## config.mk

```make
export PLATFORM = sky130hd
export DESIGN_NAME = istat_queue
export DESIGN_NICKNAME = d
export VERILOG_FILES = /design/src/hdl/istat_pkg.sv /design/src/hdl/istat_queue.sv
export SDC_FILE = /design/constraint.sdc
export NUM_CORES = 1
export LEC_CHECK = 0
export BUFFER_PORTS_ARGS = -buffer_cell sky130_fd_sc_hd__buf_4
export CAP_MARGIN = 25
export CORE_MARGIN = 8
export CORE_UTILIZATION = 34
export DETAILED_ROUTE_END_ITERATION = 10
export PLACE_DENSITY = 0.52
export SKIP_LAST_GASP = 1
export SYNTH_ARGS = -nofsm -noshare
export SYNTH_HDL_FRONTEND = slang
export SYNTH_SLANG_ARGS = --single-unit
```

## constraint.sdc

```tcl
create_clock -name clk -period 3.2 [get_ports clk]
set_clock_uncertainty 0.05 [all_clocks]
set_input_delay 0.32 -clock clk [delete_from_list [all_inputs] [get_ports clk]]
set_output_delay 0.32 -clock clk [all_outputs]
set_load 0.05 [all_outputs]
```

## src/hdl/istat_pkg.sv

```systemverilog
// shared types, constants and lookup tables of the image statistics accumulator
package istat_pkg;

	// command codes
	localparam logic [1:0] CMD_CLEAR = 2'd0;
	localparam logic [1:0] CMD_ACCUM = 2'd1;
	localparam logic [1:0] CMD_READ  = 2'd2;

	// statistic word map
	localparam logic [8:0] IDX_CHAN_SUM = 9'd256;
	localparam logic [8:0] IDX_SAT_SUM  = 9'd259;
	localparam logic [8:0] IDX_NEU_BYTE = 9'd260;
	localparam logic [8:0] IDX_NEU_LIN  = 9'd263;
	localparam logic [8:0] IDX_NEU_TOT  = 9'd266;
	localparam logic [8:0] IDX_POW6     = 9'd267;
	localparam logic [8:0] IDX_PIX_TOT  = 9'd270;

	// luma weights in q16 (luma * 255)
	localparam logic [23:0] LUMA_WR = 24'd13933;
	localparam logic [23:0] LUMA_WG = 24'd46871;
	localparam logic [23:0] LUMA_WB = 24'd4732;

	// luma window limits
	localparam logic [23:0] NEU_LUMA_LO = 24'd1671168;
	localparam logic [23:0] NEU_LUMA_HI = 24'd15040512;
	localparam logic [23:0] MID_LUMA_LO = 24'd334233;
	localparam logic [23:0] MID_LUMA_HI = 24'd16544564;

	// saturation limit: (max-min)*100 <= 22*max
	localparam logic [14:0] SAT_SCALE = 15'd100;
	localparam logic [14:0] SAT_LIMIT = 15'd22;

	localparam int QUEUE_DEPTH_DEF = 4;

	localparam int HIST_W = 21;
	localparam int BYTE_SUM_W = 28;
	localparam int SAT_SUM_W = 37;
	localparam int LIN_SUM_W = 37;
	localparam int POW6_SUM_W = 61;
	localparam int LIN_W = 17;
	localparam int POW6_W = 41;
	localparam int SAT_W = 17;
	localparam int RECIP_W = 33;

	typedef logic [255:0][LIN_W-1:0] lin_rom_t;
	typedef logic [255:0][POW6_W-1:0] pow6_rom_t;
	typedef logic [255:0][RECIP_W-1:0] recip_rom_t;

	// classified request from front to back
	typedef struct packed {
		logic [1:0] cmd;
		logic [7:0] red;
		logic [7:0] green;
		logic [7:0] blue;
		logic [8:0] addr;
		logic [SAT_W-1:0] sat;
		logic neutral;
		logic mid;
	} istat_op_t;

	// srgb byte to linear light in q31
	function automatic logic [31:0] lin_q31(input int unsigned b);
		logic [63:0] u;
		logic [63:0] s;
		logic [63:0] lo;
		logic [63:0] hi;
		logic [63:0] mid;
		logic [63:0] t;
		int k;
		int j;
		if (b <= 10) begin
			return 32'(((64'(b) * 64'd5) << 31) / 64'd16473);
		end
		u = ((64'(b) * 64'd1000 + 64'd14025) << 31) / 64'd269025;
		if (u > (64'd1 << 31)) begin
			u = 64'd1 << 31;
		end
		s = (u * u) >> 31;
		lo = '0;
		hi = 64'd1 << 31;
		for (k = 0; k < 40; k++) begin
			if (lo < hi) begin
				mid = (lo + hi + 64'd1) >> 1;
				t = mid;
				for (j = 0; j < 4; j++) begin
					t = (t * mid) >> 31;
				end
				if (t <= s) begin
					lo = mid;
				end else begin
					hi = mid - 64'd1;
				end
			end
		end
		return 32'((s * lo) >> 31);
	endfunction

	// q16 linear table, rounded half up
	function automatic lin_rom_t build_lin_rom();
		lin_rom_t r;
		logic [31:0] a;
		for (int i = 0; i < 256; i++) begin
			a = lin_q31(i);
			r[i] = LIN_W'((64'(a) + 64'd16384) >> 15);
		end
		return r;
	endfunction

	// q40 linear^6 table
	function automatic pow6_rom_t build_pow6_rom();
		pow6_rom_t r;
		logic [31:0] a;
		logic [127:0] x;
		logic [127:0] c;
		for (int i = 0; i < 256; i++) begin
			a = lin_q31(i);
			x = 128'(a) * 128'(a) * 128'(a);
			c = x >> 33;
			r[i] = POW6_W'((c * c) >> 80);
		end
		return r;
	endfunction

	// ceil(2^32 / m) by restoring long division, zero for m of zero
	function automatic recip_rom_t build_recip_rom();
		recip_rom_t r;
		logic [33:0] rem;
		logic [32:0] q;
		logic [32:0] num;
		num = 33'd1 << 32;
		r[0] = '0;
		for (int m = 1; m < 256; m++) begin
			rem = '0;
			q = '0;
			for (int k = 32; k >= 0; k--) begin
				rem = {rem[32:0], num[k]};
				if (rem >= 34'(m)) begin
					rem = rem - 34'(m);
					q[k] = 1'b1;
				end
			end
			if (rem != '0) begin
				q = q + 33'd1;
			end
			r[m] = q;
		end
		return r;
	endfunction

	localparam lin_rom_t LIN_ROM = build_lin_rom();
	localparam pow6_rom_t POW6_ROM = build_pow6_rom();
	localparam recip_rom_t RECIP_ROM = build_recip_rom();

endpackage

```

## src/hdl/istat_queue.sv

```systemverilog
// request queue between front and back, depth a power of two
module istat_queue import istat_pkg::*; #(
	parameter int DEPTH = QUEUE_DEPTH_DEF
) (
	input  logic clk,
	input  logic arst_n,
	input  istat_op_t wr_op,
	input  logic wr_valid,
	output logic full,
	output istat_op_t rd_op,
	output logic rd_valid,
	input  logic rd_pop
);

	localparam int PW = (DEPTH > 1) ? $clog2(DEPTH) : 1;
	localparam int CW = $clog2(DEPTH + 1);

	istat_op_t mem_q [DEPTH];
	logic [PW-1:0] wr_ptr_q, rd_ptr_q;
	logic [CW-1:0] cnt_q;
	logic push, pop;

	assign full = (cnt_q == CW'(DEPTH));
	assign rd_valid = (cnt_q != '0);
	assign rd_op = mem_q[rd_ptr_q];
	assign push = wr_valid && !full;
	assign pop = rd_pop && rd_valid;

	// pointers and fill count
	always_ff @(posedge clk or negedge arst_n) begin
		if (!arst_n) begin
			wr_ptr_q <= '0;
			rd_ptr_q <= '0;
			cnt_q <= '0;
		end else begin
			if (push) wr_ptr_q <= wr_ptr_q + PW'(1);
			if (pop) rd_ptr_q <= rd_ptr_q + PW'(1);
			if (push && !pop) cnt_q <= cnt_q + CW'(1);
			else if (pop && !push) cnt_q <= cnt_q - CW'(1);
		end
	end

	// storage
	always_ff @(posedge clk) begin
		if (push) mem_q[wr_ptr_q] <= wr_op;
	end

endmodule

```

== Word level (Yosys, flattened, before mapping) ==
Memories as Yosys holds them, arrays and structs flattened.
Cells that the tools add are included.

* Register bits after elaboration: 7
* RAM bits: 216
* Input bits: 58
* Memories kept: 1

* $add $sub $neg: 4
* Equality and inequality tests: 1
* Muxes and demuxes: 4
* Reductions and logical operators: 9

{| class="wikitable"
|+ Memories
! memory !! words !! width !! rd ports !! clocked after Yosys merged registers in !! write ports !! RTL line !! text
|-
| mem_q || 4 || 54 || 1 || 0 || 1 || istat_queue.sv:18 || <nowiki>istat_op_t mem_q [DEPTH];</nowiki>
|}

{| class="wikitable"
|+ Operators with widths
! operator !! number
|-
| $mux 3 || 2
|-
| $add 2x1->2 const B || 2
|-
| $logic_and 1x1->1 || 4
|-
| $add 3x1->3 const B || 1
|-
| $eq 3x3->1 const B || 1
|-
| $logic_not 1->1 || 3
|-
| $reduce_bool 3->1 || 1
|-
| $sub 3x1->3 const B || 1
|-
| $mux 1 || 2
|-
| $reduce_bool 2->1 || 1
|}

== Depth between registers and ports, before layout ==
Gate-level depths: netlist (run 1).

* Word-level depth: 7
* Gate-level depth with buffers: 9
* Gate-level depth less buffers: 8

== Worst setup path after synthesis (run 1) ==
OpenSTA, ideal clock, no wires.

* Kind: register to register
* Start point: register cnt_q[2]
* End point: memory mem_q[0][0] (netlist bit) (enable)
* Data arrival time: 2.216 ns
* Data required time: 2.733 ns
* Setup slack: 0.517 ns
* Stages on the path, launching flop included: 5
* Path buffers: 1
* Clock period less this slack: 2.683 ns
* Path through: dfrtp_1 -> nor3b_2 -> nor2b_1 -> buf_2 -> and2_1

* Longest elaborated chain between the ends: 5

{| class="wikitable"
|+ RTL lines
! item !! RTL line !! text
|-
| start: declaration || istat_queue.sv:20 || <nowiki>logic [CW-1:0] cnt_q;</nowiki>
|-
| start signal: assignment || istat_queue.sv:38 || <nowiki>if (push && !pop) cnt_q <= cnt_q + CW'(1);</nowiki>
|-
| start signal: assignment || istat_queue.sv:39 || <nowiki>else if (pop && !push) cnt_q <= cnt_q - CW'(1);</nowiki>
|-
| $eq 3x3->1 || istat_queue.sv:23 || <nowiki>assign full = (cnt_q == CW'(DEPTH));</nowiki>
|-
| named net full || istat_queue.sv:9 || <nowiki>output logic full,</nowiki>
|-
| $logic_not 1->1 || istat_queue.sv:26 || <nowiki>assign push = wr_valid && !full;</nowiki>
|-
| $logic_and 1x1->1 || istat_queue.sv:26 ||
|-
| named net push || istat_queue.sv:21 || <nowiki>logic push, pop;</nowiki>
|-
| $mux 1 || istat_queue.sv:45 || <nowiki>if (push) mem_q[wr_ptr_q] <= wr_op;</nowiki>
|-
| $mux 1 (implied by the code) || istat_queue.sv:45 ||
|-
| end: declaration || istat_queue.sv:18 ||
|}

The timed path passes the listed nets, and every way through them passes these cells.

==> metrics.md, run 1 <==
| Metric | Value |
|---|---|
| Site Rows | 57 |
| Core ar. | about 24000 um2 |
| Die Area | about 30000 um2 |
| P per Cell Area | 1027 nW/um2 |
| Top Usage Layer GRT | met2 |
| Grt total ovfl | 0 |
| ANT nets after route | 0 |
| RSZ-0062 raised after global routing | false |
| Die Span Y | 171.4 um |
| RR Endpoint | cnt_q[2] |
| # setup viols final | 0 |
| RePlAce Congestion | around 0.68 |
| Critical path startpoint category | flop |
| CP endpoint | rd_op[6] |
| Synthesized instance count | 317 |
| Kind of critical path | reg2out |
| Xor/xnor cell area share of the yosys netlist | less than 1% |
| Largest family of logic cells by synthesized area | multiplexers |
| Ys Warns | 0 |
| Required @ worst endpoint | 2.83 ns |
| Leakage | 3.715 nW |
| DP HPWL | just under 10000 um |
| Met2 Resource Use GR | 18.68% |
| Met3 usage | between 3 and 4% |
| Max Cap Viol | 0 |
| Endpoint type of the worst setup path | primary output |
| Worst Path Arrival | 2.35 ns |
| First-pass GRT wire length | around 25000 um |
| H-tree Lvls | 1 |
| Synth Area in Compound Gates | 0% |
| Status | completed |
| Post-synthesis mux area share | 15.09% |
| Most common cell after layout, fill and taps aside | edfxtp_1 |
| Worst r2r src | cnt_q[2] |
| Clock Tree Root | clkbuf_16 |
| Clk_lat worst skew | 0.50 ns |
| DRT Pass-1 Iters | 4 |
| Clock sinks | 223 |
| Diodes inserted | 0 |
| DR WL/cell | 19.11 um |
| Total track usage | between 10% and 20% |
| FF+latch count, synth | 223 |
| Share of post-route cells with drive strength above 1 | 41.95% |
| Most frequent cells in the layout | edfxtp_1, buf_4, dlygate4sd3_1 |
| Pin count of the biggest net entering global routing | between 50 and 60 |
| Count of buffers from port buffering | 113 |
| DRT Wirelength | 16170 um |
| Maximum clock rate | 0.3682 GHz |
| I/O pin count | roughly 110 |
| Final Total Pwr | 0.01108 W |
| Syn avg cell area | 25.89 um2 |
| Clock-pin slew on the worst setup and hold paths | 0.06 ns |
| R2R Setup Slk | 0.90 ns |
| Fin crit period | 2.716 ns |
| Syn Nets | 381 |
| Max-slew headroom | between 40% and 50% |
| Clock buffer depth | 3 |
| Crit-path max FO | 21 |
| Register area share after synthesis | 81.16% |
| Initial detailed-routing violation count | 208 |
| Inserted Clock Buffers | 24 |
| Slew @ Worst Pin | 0.8835 ns |
| Vias in the first global route | approximately 4300 |
| Setup crit start | rd_ptr_q[0] |
| Initial Util | 34.15% |
| Die width | about 170 um |
| CTS tree | done |
| Worst hold-check path type | in2reg |
| DRC | 0 |
| Tcrit/Tclk final | 84.87% |
| GRT met1 Usage | between 10% and 20% |
| Vias/cell | 4.585 |
| R2R depth | 8 |
| Initial antenna violation count | 0 |
| Total number of vias | 3879 |
| Setup TNS | 0 ns |
| Max-slew violation count | 0 |
| Netlist Area Pre-Place | ~8200 um2 |
| NumNets Final | 571 |
| Layout area overhead | 31.40% |
| Adder-cell share of the synthesized area | 1.006% |
| Simple-gate share of the synthesized area | less than 1% |
| Peak supply drop | ~0.68 mV |
| Hold Fails Final Rpt | 0 |
| Netlist cell types | 19 |
[registers in the layout (all words and copies together) (netlist names)]
name,cells
mem_q,216
rd_ptr_q,2
cnt_q,3
wr_ptr_q,2
[critical path: stages, from the launching register on]
cell	delay, ns
dfrtp_4	0.72
buf_4	0.36
mux4_2	0.54
buf_4	0.21
[cell usage after synthesis, drive strengths merged]
cell	number	share of area, %
and2	4	0.30
buf	13	1.2
dfrtp	7	2.1
edfxtp	216	79
fa	1	0.24
ha	5	0.76
inv	3	0.14
mux2	2	0.27
mux4	54	15
nand2	1	0.046
nand3	1	0.061
nor2	1	0.046
nor2b	1	0.076
nor3b	1	0.15
or3	1	0.076
xnor2	4	0.43
xor2	2	0.21
[timing repair]
item / in CTS / in global routing
hold buffers: 55 / 0
endpoints found under the hold margin: 223 / 0
gates resized for setup: 0 / 0
setup buffers: 0 / 0
[layout make-up]
cell class,instances,area [um2]
multi-input combinational,78,1446
inverter,3,11.26
clock buffer,29,640.6
sequential,223,6669
tap,324,405.4
fill,2064,13250
timing repair buffer,177,1529
clock inverter,12,83.83
[per-stage QoR]
| stage | utilization (%) | setup WS, ns | hold slack, ns | cell area, um2 | std cells |
|---|---|---|---|---|---|
| 6_report | 44.87 | 0.4840 | 0.07435 | 10790 | 846 |
| 5_1_grt | 44.87 | 0.3093 | 0.06455 | 10790 | 846 |
| 4_1_cts | 44.87 | 0.3686 | 0.04940 | 10790 | 846 |
| 3_5_place_dp | 39.57 | 0.8851 | 0.09384 | 9510 | 750 |
| 3_3_place_gp | 39.57 | 0.9219 | 0.08966 | 9510 | 750 |
| 2_1_floorplan | - | 0.5168 | -0.02559 | 8208 | 317 |
[worst min-delay path by stage]
stage | start | end | slack (ns) | cells after the start
finish | rd_pop | rd_ptr_q[1] | 0.07 | 3
global route | rd_pop | rd_ptr_q[1] | 0.06 | 3
CTS | rd_pop | rd_ptr_q[1] | 0.05 | 3
detailed placement | arst_n | cnt_q[2] | 0.09 | 1
global placement | arst_n | cnt_q[1] | 0.09 | 1
floorplan | arst_n | cnt_q[0] | -0.03 | 0
[cell families (layout without fill, tap and decap cells)]
group / count (synthesis) / after routing
and+or+nand+nor: 10 / 10
adders and majority gates: 6 / 6
DFF: 223 / 223
buffers and inverters: 16 / 221
muxes: 56 / 56
xor gates and xnor gates: 6 / 6
[where the power goes]
part	switching (W)	internal, W
clock	0.00103	0.00149
combinational	0.00271	0.00160
sequential	0.000380	0.00387
[metal layers]
layer  up-vias  wire (um)
met5         -          0
met4         0        263
met1      2033       6847
li1       1726          -
met3        22       1128
met2        98       7925
Note: power is estimated with default switching activity, not from simulation.
==> run 2, diff against run 1 <==
--- a/config.mk
+++ b/config.mk
@@ -10,7 +10,7 @@
 export CORE_MARGIN = 8
 export CORE_UTILIZATION = 34
 export DETAILED_ROUTE_END_ITERATION = 10
-export PLACE_DENSITY = 0.52
+export PLACE_DENSITY = 0.54
 export SKIP_LAST_GASP = 1
 export SYNTH_ARGS = -nofsm -noshare
 export SYNTH_HDL_FRONTEND = slang
==> constraint.sdc (replaced) <==
create_clock -name clk -period 2.3 [get_ports clk]
set_clock_uncertainty 0.05 [all_clocks]
set_input_delay 0.23 -clock clk [delete_from_list [all_inputs] [get_ports clk]]
set_output_delay 0.23 -clock clk [all_outputs]
set_load 0.05 [all_outputs]
==> run 2 against run 1 <==
  * First-iteration DRC count shrank 9.1%
  * Combinational power is 71% higher
  * Sequential share of layout area fell by 3.1 points
  * Clock power rose by 47%
  * Global-route usage about the same
  * Count of clock-buffer cells in the layout shrank 3
  * Worst hold slack lost 0.048 ns
  * Critical path depth is 1 higher
  * Register-to-register slack worse by 0.74 ns
==> metrics.md, run 2 (synthesis results as in run 1) <==
| Metric | Value |
|---|---|
| Final Total Pwr | 0.01673 W |
| Setup TNS | 0 ns |
| RSZ-0062 raised after global routing | true |
| Fillers | 2007 |
| I/O pin count | 114 |
| Diodes inserted | 0 |
| Tcrit/Tclk final | approximately 99% |
| Critical path startpoint category | flop |
| Cell chain of the critical path | buf_12 > buf_16 > mux4_2 > buf_6 |
| Status | completed |
| Initial Util | 34.15% |
| CP peak stage delay | 0.55 ns |
| Largest Register | mem_q |
| Layout area overhead | 38.35% |
| Endpoint type of the worst setup path | primary output |
| Maximum clock rate | 0.4388 GHz |
| Inserted Clock Buffers | 24 |
| # setup viols final | 0 |
| Most frequent cells in the layout | edfxtp_1, buf_4, dlygate4sd3_1 |
| Initial antenna violation count | 0 |
| Pin count of the biggest net entering global routing | 34 |
| ANT nets after route | 0 |
| Hold Fails Final Rpt | 0 |
| First-pass GRT wire length | ~25000 um |
| NumNets Final | 589 |
| Max Cap Viol | 0 |
| RR Endpoint | cnt_q[2] |
| Most common cell after layout, fill and taps aside | edfxtp_1 |
| Worst Path Arrival | 2.00 ns |
| Clock buffer depth | 3 |
| Inst Count DP | 755 |
| H-tree Lvls | 1 |
| Slew @ Worst Pin | about 0.32 ns |
| DRC | 0 |
| Worst r2r src | cnt_q[1] |
| Total number of vias | 3917 |
| Die width | 171.4 um |
| Max reg flops | 216 |
| Core ar. | 24030 um2 |
| P per Cell Area | between 1000 and 1500 nW/um2 |
| Die Span Y | 171.4 um |
| Slowest cell on crit path | mux4_2 |
| Leakage | 3.949 nW |
| Max-slew headroom | between 70 and 80% |
| DRT Wirelength | around 17000 um |
| Finished Layout Cells | 863 |
| R2R Setup Slk | roughly 0.16 ns |
| Site Rows | 57 |
| Clock sinks | 223 |
| Clk_lat worst skew | 0.50 ns |
| Kind of critical path | reg2out |
| DRT Pass-1 Iters | 4 |
| Total track usage | 11.08% |
| R2R depth | 8 |
| CTS tree | done |
| Peak supply drop | 0.7996 mV |
| Initial detailed-routing violation count | 189 |
| DP HPWL | between 9000 and 10000 um |
| Crit-path max FO | 9 |
| Die Area | 29370 um2 |
| Vias/cell | 4.539 |
| Clock Tree Root | clkbuf_16 |
| Clock-pin slew on the worst setup and hold paths | 0.05 ns |
| Top Registers | mem_q (216), cnt_q (3) |
| Grt total ovfl | 0 |
| Share of post-route cells with drive strength above 1 | ~44% |
| Count of buffers from port buffering | 113 |
| Vias in the first global route | 4424 |
| Required @ worst endpoint | 2.02 ns |
| Worst hold-check path type | in2async |
| RePlAce Congestion | 0.6646 |
| DR WL/cell | 19.63 um |
| Fin crit period | 2.279 ns |
| Max-slew violation count | 0 |
[run 2: worst max-delay path, delay by kind of cell, from the launching register on]
family	cells	cell delay (ns)
muxes	1	0.55
buffers and inverters	3	0.48
DFF	1	0.45
[run 2: power breakdown]
| group | internal [W] | leakage [nW] | switching, W |
|---|---|---|---|
| clock network | 0.00228 | 0.372 | 0.00143 |
| logic | 0.00306 | 1.52 | 0.00431 |
| registers | 0.00538 | 2.06 | 0.000266 |
| total | 0.0107 | 3.95 | 0.00601 |
[run 2: cell type report]
| type | instances | area, um2 | area share, % |
|---|---|---|---|
| sequential | 223 | 6669 | 58.73 |
| timing repair buffer | 195 | 2043 | 17.99 |
| multi-input combinational | 78 | 1460 | 12.86 |
| clock buffer | 26 | 629.4 | 5.542 |
| tap | 324 | 405.4 | 3.570 |
| clock inverter | 14 | 137.6 | 1.212 |
| inverter | 3 | 11.26 | 0.09916 |
[run 2: routing by layer]
metal	global-route usage (%)	vias to the layer above	share of wire [%]	wire (um)
li1	-	1765	-	-
met1	13.47	2040	42	7102
met2	19.50	91	51	8632
met3	2.594	21	5.6	948
met4	3.062	0	1.5	261
met5	0	-	0	0
[run 2: timing repair]
action | in CTS | in global routing
endpoints found under the hold margin | 225 | 0
buffers inserted | 0 | 7
gates resized for setup | 2 | 42
endpoints found under the setup margin | 44 | 51
pin swaps | 0 | 0
gates cloned | 0 | 5
hold buffers | 56 | 0
[run 2: worst max path at each step]
stage,start,cells after the start,slack (ns),end
final,rd_ptr_q[0],4,0.02,rd_op[48]
after global routing,rd_ptr_q[0],4,-0.06,rd_op[21]
after floorplan,cnt_q[1],7,0.03,cnt_q[1]
after CTS,rd_ptr_q[0],3,-0.06,rd_op[48]
after detailed placement,cnt_q[1],8,0.17,cnt_q[2]
after global placement,cnt_q[1],8,0.23,cnt_q[2]
[run 2: metrics by stage]
step / instance area (um2) / utilization (%) / hold slack, ns / setup WS [ns]
2_1_floorplan: 8227 / - / -0.1156 / 0.02976
3_3_place_gp: 9647 / 40.14 / -0.003307 / 0.2316
3_5_place_dp: 9647 / 40.14 / -0.0006139 / 0.1740
4_1_cts: 10980 / 45.70 / 0.002954 / -0.06287
5_1_grt: 11360 / 47.25 / 0.02182 / -0.05579
6_report: 11360 / 47.25 / 0.02659 / 0.02117
==> run 3, diff against run 2 <==
--- a/config.mk
+++ b/config.mk
@@ -9,9 +9,9 @@
 export CAP_MARGIN = 25
 export CORE_MARGIN = 8
 export CORE_UTILIZATION = 34
+export CTS_CLUSTER_DIAMETER = 200
 export DETAILED_ROUTE_END_ITERATION = 10
-export PLACE_DENSITY = 0.54
-export SKIP_LAST_GASP = 1
+export PLACE_DENSITY = 0.52
 export SYNTH_ARGS = -nofsm -noshare
 export SYNTH_HDL_FRONTEND = slang
 export SYNTH_SLANG_ARGS = --single-unit
==> constraint.sdc (replaced) <==
create_clock -name clk -period 2.6 [get_ports clk]
set_clock_uncertainty 0.05 [all_clocks]
set_input_delay 0.26 -clock clk [delete_from_list [all_inputs] [get_ports clk]]
set_output_delay 0.26 -clock clk [all_outputs]
set_load 0.05 [all_outputs]
==> run 3 against run 2 <==
  * Cell count down 1.2%
  * Final area down 4.6%
  * Clock power down 18%
  * Via count up 0.33%
  * Die area unchanged
  * Core utilization down 2.2 points
  * Critical path depth down 1
  * Wire length down 2.5%
  * Non-clock buffer count down 10
  * Register-to-register slack better by 0.22 ns
  * First-iteration DRC count down 17%
  * Critical path type unchanged
  * Largest power group unchanged
  * Highest routed layer unchanged
==> metrics.md, run 3 (synthesis results as in run 1) <==
| Metric | Value |
|---|---|
| Clock sinks | 223 |
| # setup viols final | 0 |
| DRT Wirelength | 16520 um |
| DP HPWL | 10040 um |
| Most frequent cells in the layout | edfxtp_1, buf_4, dlygate4sd3_1 |
| Worst r2r src | cnt_q[0] |
| Die Span Y | about 170 um |
| ANT nets after route | 0 |
| Vias in the first global route | around 4400 |
| R2R Setup Slk | 0.38 ns |
| DRT Pass-1 Iters | 4 |
| Fin crit period | 2.406 ns |
| NumNets Final | 579 |
| CP delay by family, top | multiplexers |
| Setup TNS | 0 ns |
| Hold Fails Final Rpt | 0 |
| Grt total ovfl | 0 |
| Cell chain of the critical path | buf_12 > mux4_2 > buf_4 |
| Max reg flops | 216 |
| Initial Util | 34.15% |
| Setup crit start | rd_ptr_q[0] |
| Initial antenna violation count | 0 |
| RSZ-0062 raised after global routing | false |
| Crit-path max FO | 26 |
| Post-CTS setup buffer count | 0 |
| Status | completed |
| Core ar. | 24030 um2 |
| Inserted Clock Buffers | 24 |
| Die Area | 29370 um2 |
| Worst Path Arrival | 2.10 ns |
| CTS tree | done |
| RR Endpoint | cnt_q[2] |
| Most common cell after layout, fill and taps aside | edfxtp_1 |
| DRC | 0 |
| Total track usage | a little under an eighth |
| Max-slew violation count | 0 |
| Clock-pin slew on the worst setup and hold paths | approximately 0.06 ns |
| Max Cap Viol | 0 |
| Count of buffers from port buffering | 113 |
| I/O pin count | 114 |
| Tcrit/Tclk final | 92.54% |
| Total number of vias | approximately 4000 |
| CP peak stage delay | 0.58 ns |
| Pin count of the biggest net entering global routing | 34 |
| Peak supply drop | 0.7587 mV |
| Min Hold Slack | 0.04631 ns |
| Top Registers | mem_q (216), cnt_q (3) |
| Leakage | 3.744 nW |
| Site Rows | 57 |
| Diodes inserted | 0 |
| Slowest cell on crit path | mux4_2 |
| Clock Tree Root | clkbuf_16 |
| RePlAce Congestion | 0.6801 |
| Clock buffer depth | 3 |
| Kind of critical path | reg2out |
| Die width | 171.4 um |
| DR WL/cell | just under 20 um |
| Worst hold-check path type | in2async |
| Critical path startpoint category | flop |
| P per Cell Area | 1262 nW/um2 |
| Max-slew headroom | roughly two thirds |
| Final core occ | 45.09% |
| Layout area overhead | 32.03% |
| Largest Register | mem_q |
| Slew @ Worst Pin | 0.5294 ns |
| Vias/cell | roughly 4.6 |
| Share of post-route cells with drive strength above 1 | between 40% and 50% |
| Critical path buffers and inverters | 2 |
| R2R depth | 8 |
| Maximum clock rate | 0.4156 GHz |
| First-pass GRT wire length | 25670 um |
| Endpoint type of the worst setup path | primary output |
| Required @ worst endpoint | 2.29 ns |
| Initial detailed-routing violation count | 157 |
| H-tree Lvls | 1 |
| Clk_lat worst skew | around 0.5 ns |
run 3: cell types whose count changed in the layout (fill, tap and decap cells not counted), sizes merged:
| cell | change |
|---|---|
| clkinv | -1 |
| clkinvlp | -1 |
| buf | -6 |
| bufinv | -2 |
run 3: routing by layer:
layer	up-vias	wire (um)	track usage [%]
li1	1740	-	-
met4	0	366	3.667
met3	30	865	2.180
met1	2068	6853	14.09
met2	92	8439	20.23
met5	-	0	0
run 3: worst reg2reg max path, cell delays in order, from the launching register on:
cell and delay (ns):
dfrtp_1 0.44, or3_1 0.45, nand2_1 0.13, ha_1 0.21
inv_1 0.07, fa_1 0.37, xor2_1 0.15, nor2_1 0.11
xor2_1 0.16
run 3: how the worst max path moves through the flow:
stage / to / slack (ns) / cells past startpoint
floorplan: cnt_q[1] / 0.10 / 7
detailed placement: cnt_q[2] / 0.40 / 8
global route: rd_op[50] / 0.1 / 3
global placement: cnt_q[2] / 0.51 / 8
finish: rd_op[50] / 0.19 / 3
CTS: rd_op[50] / 0.12 / 3
run 3: layout make-up:
class | instances | area (um2)
clock buffers | 30 | 623.1
fillers | 2073 | 13200
clock inverters | 10 | 80.08
inverters | 3 | 11.26
multi-input cells | 78 | 1446
flip-flops and latches | 223 | 6666
well taps | 324 | 405.4
repair buffers | 185 | 1604
run 3: repair_timing:
| item | in CTS | in global routing |
|---|---|---|
| hold buffers | 56 | 0 |
| gates resized for setup | 0 | 0 |
| endpoints found under the hold margin | 224 | 0 |
run 3: metrics by stage:
stage	power [W]	instance area [um2]	setup WS, ns	instances
detailed placement	0.01078	9573	0.3999	757
floorplan	0.008983	8213	0.1026	317
CTS	0.01396	10840	0.1189	853
finish	0.01368	10840	0.1941	853
global placement	0.01072	9573	0.5060	757
global route	0.01431	10840	0.09650	853
run 3: power breakdown:
group / switching, W / internal (W) / total, W
Clock: 0.00128 / 0.00178 / 0.00306
Combinational: 0.00364 / 0.00202 / 0.00567
Sequential: 0.000196 / 0.00476 / 0.00496
Total: 0.00511 / 0.00857 / 0.0137
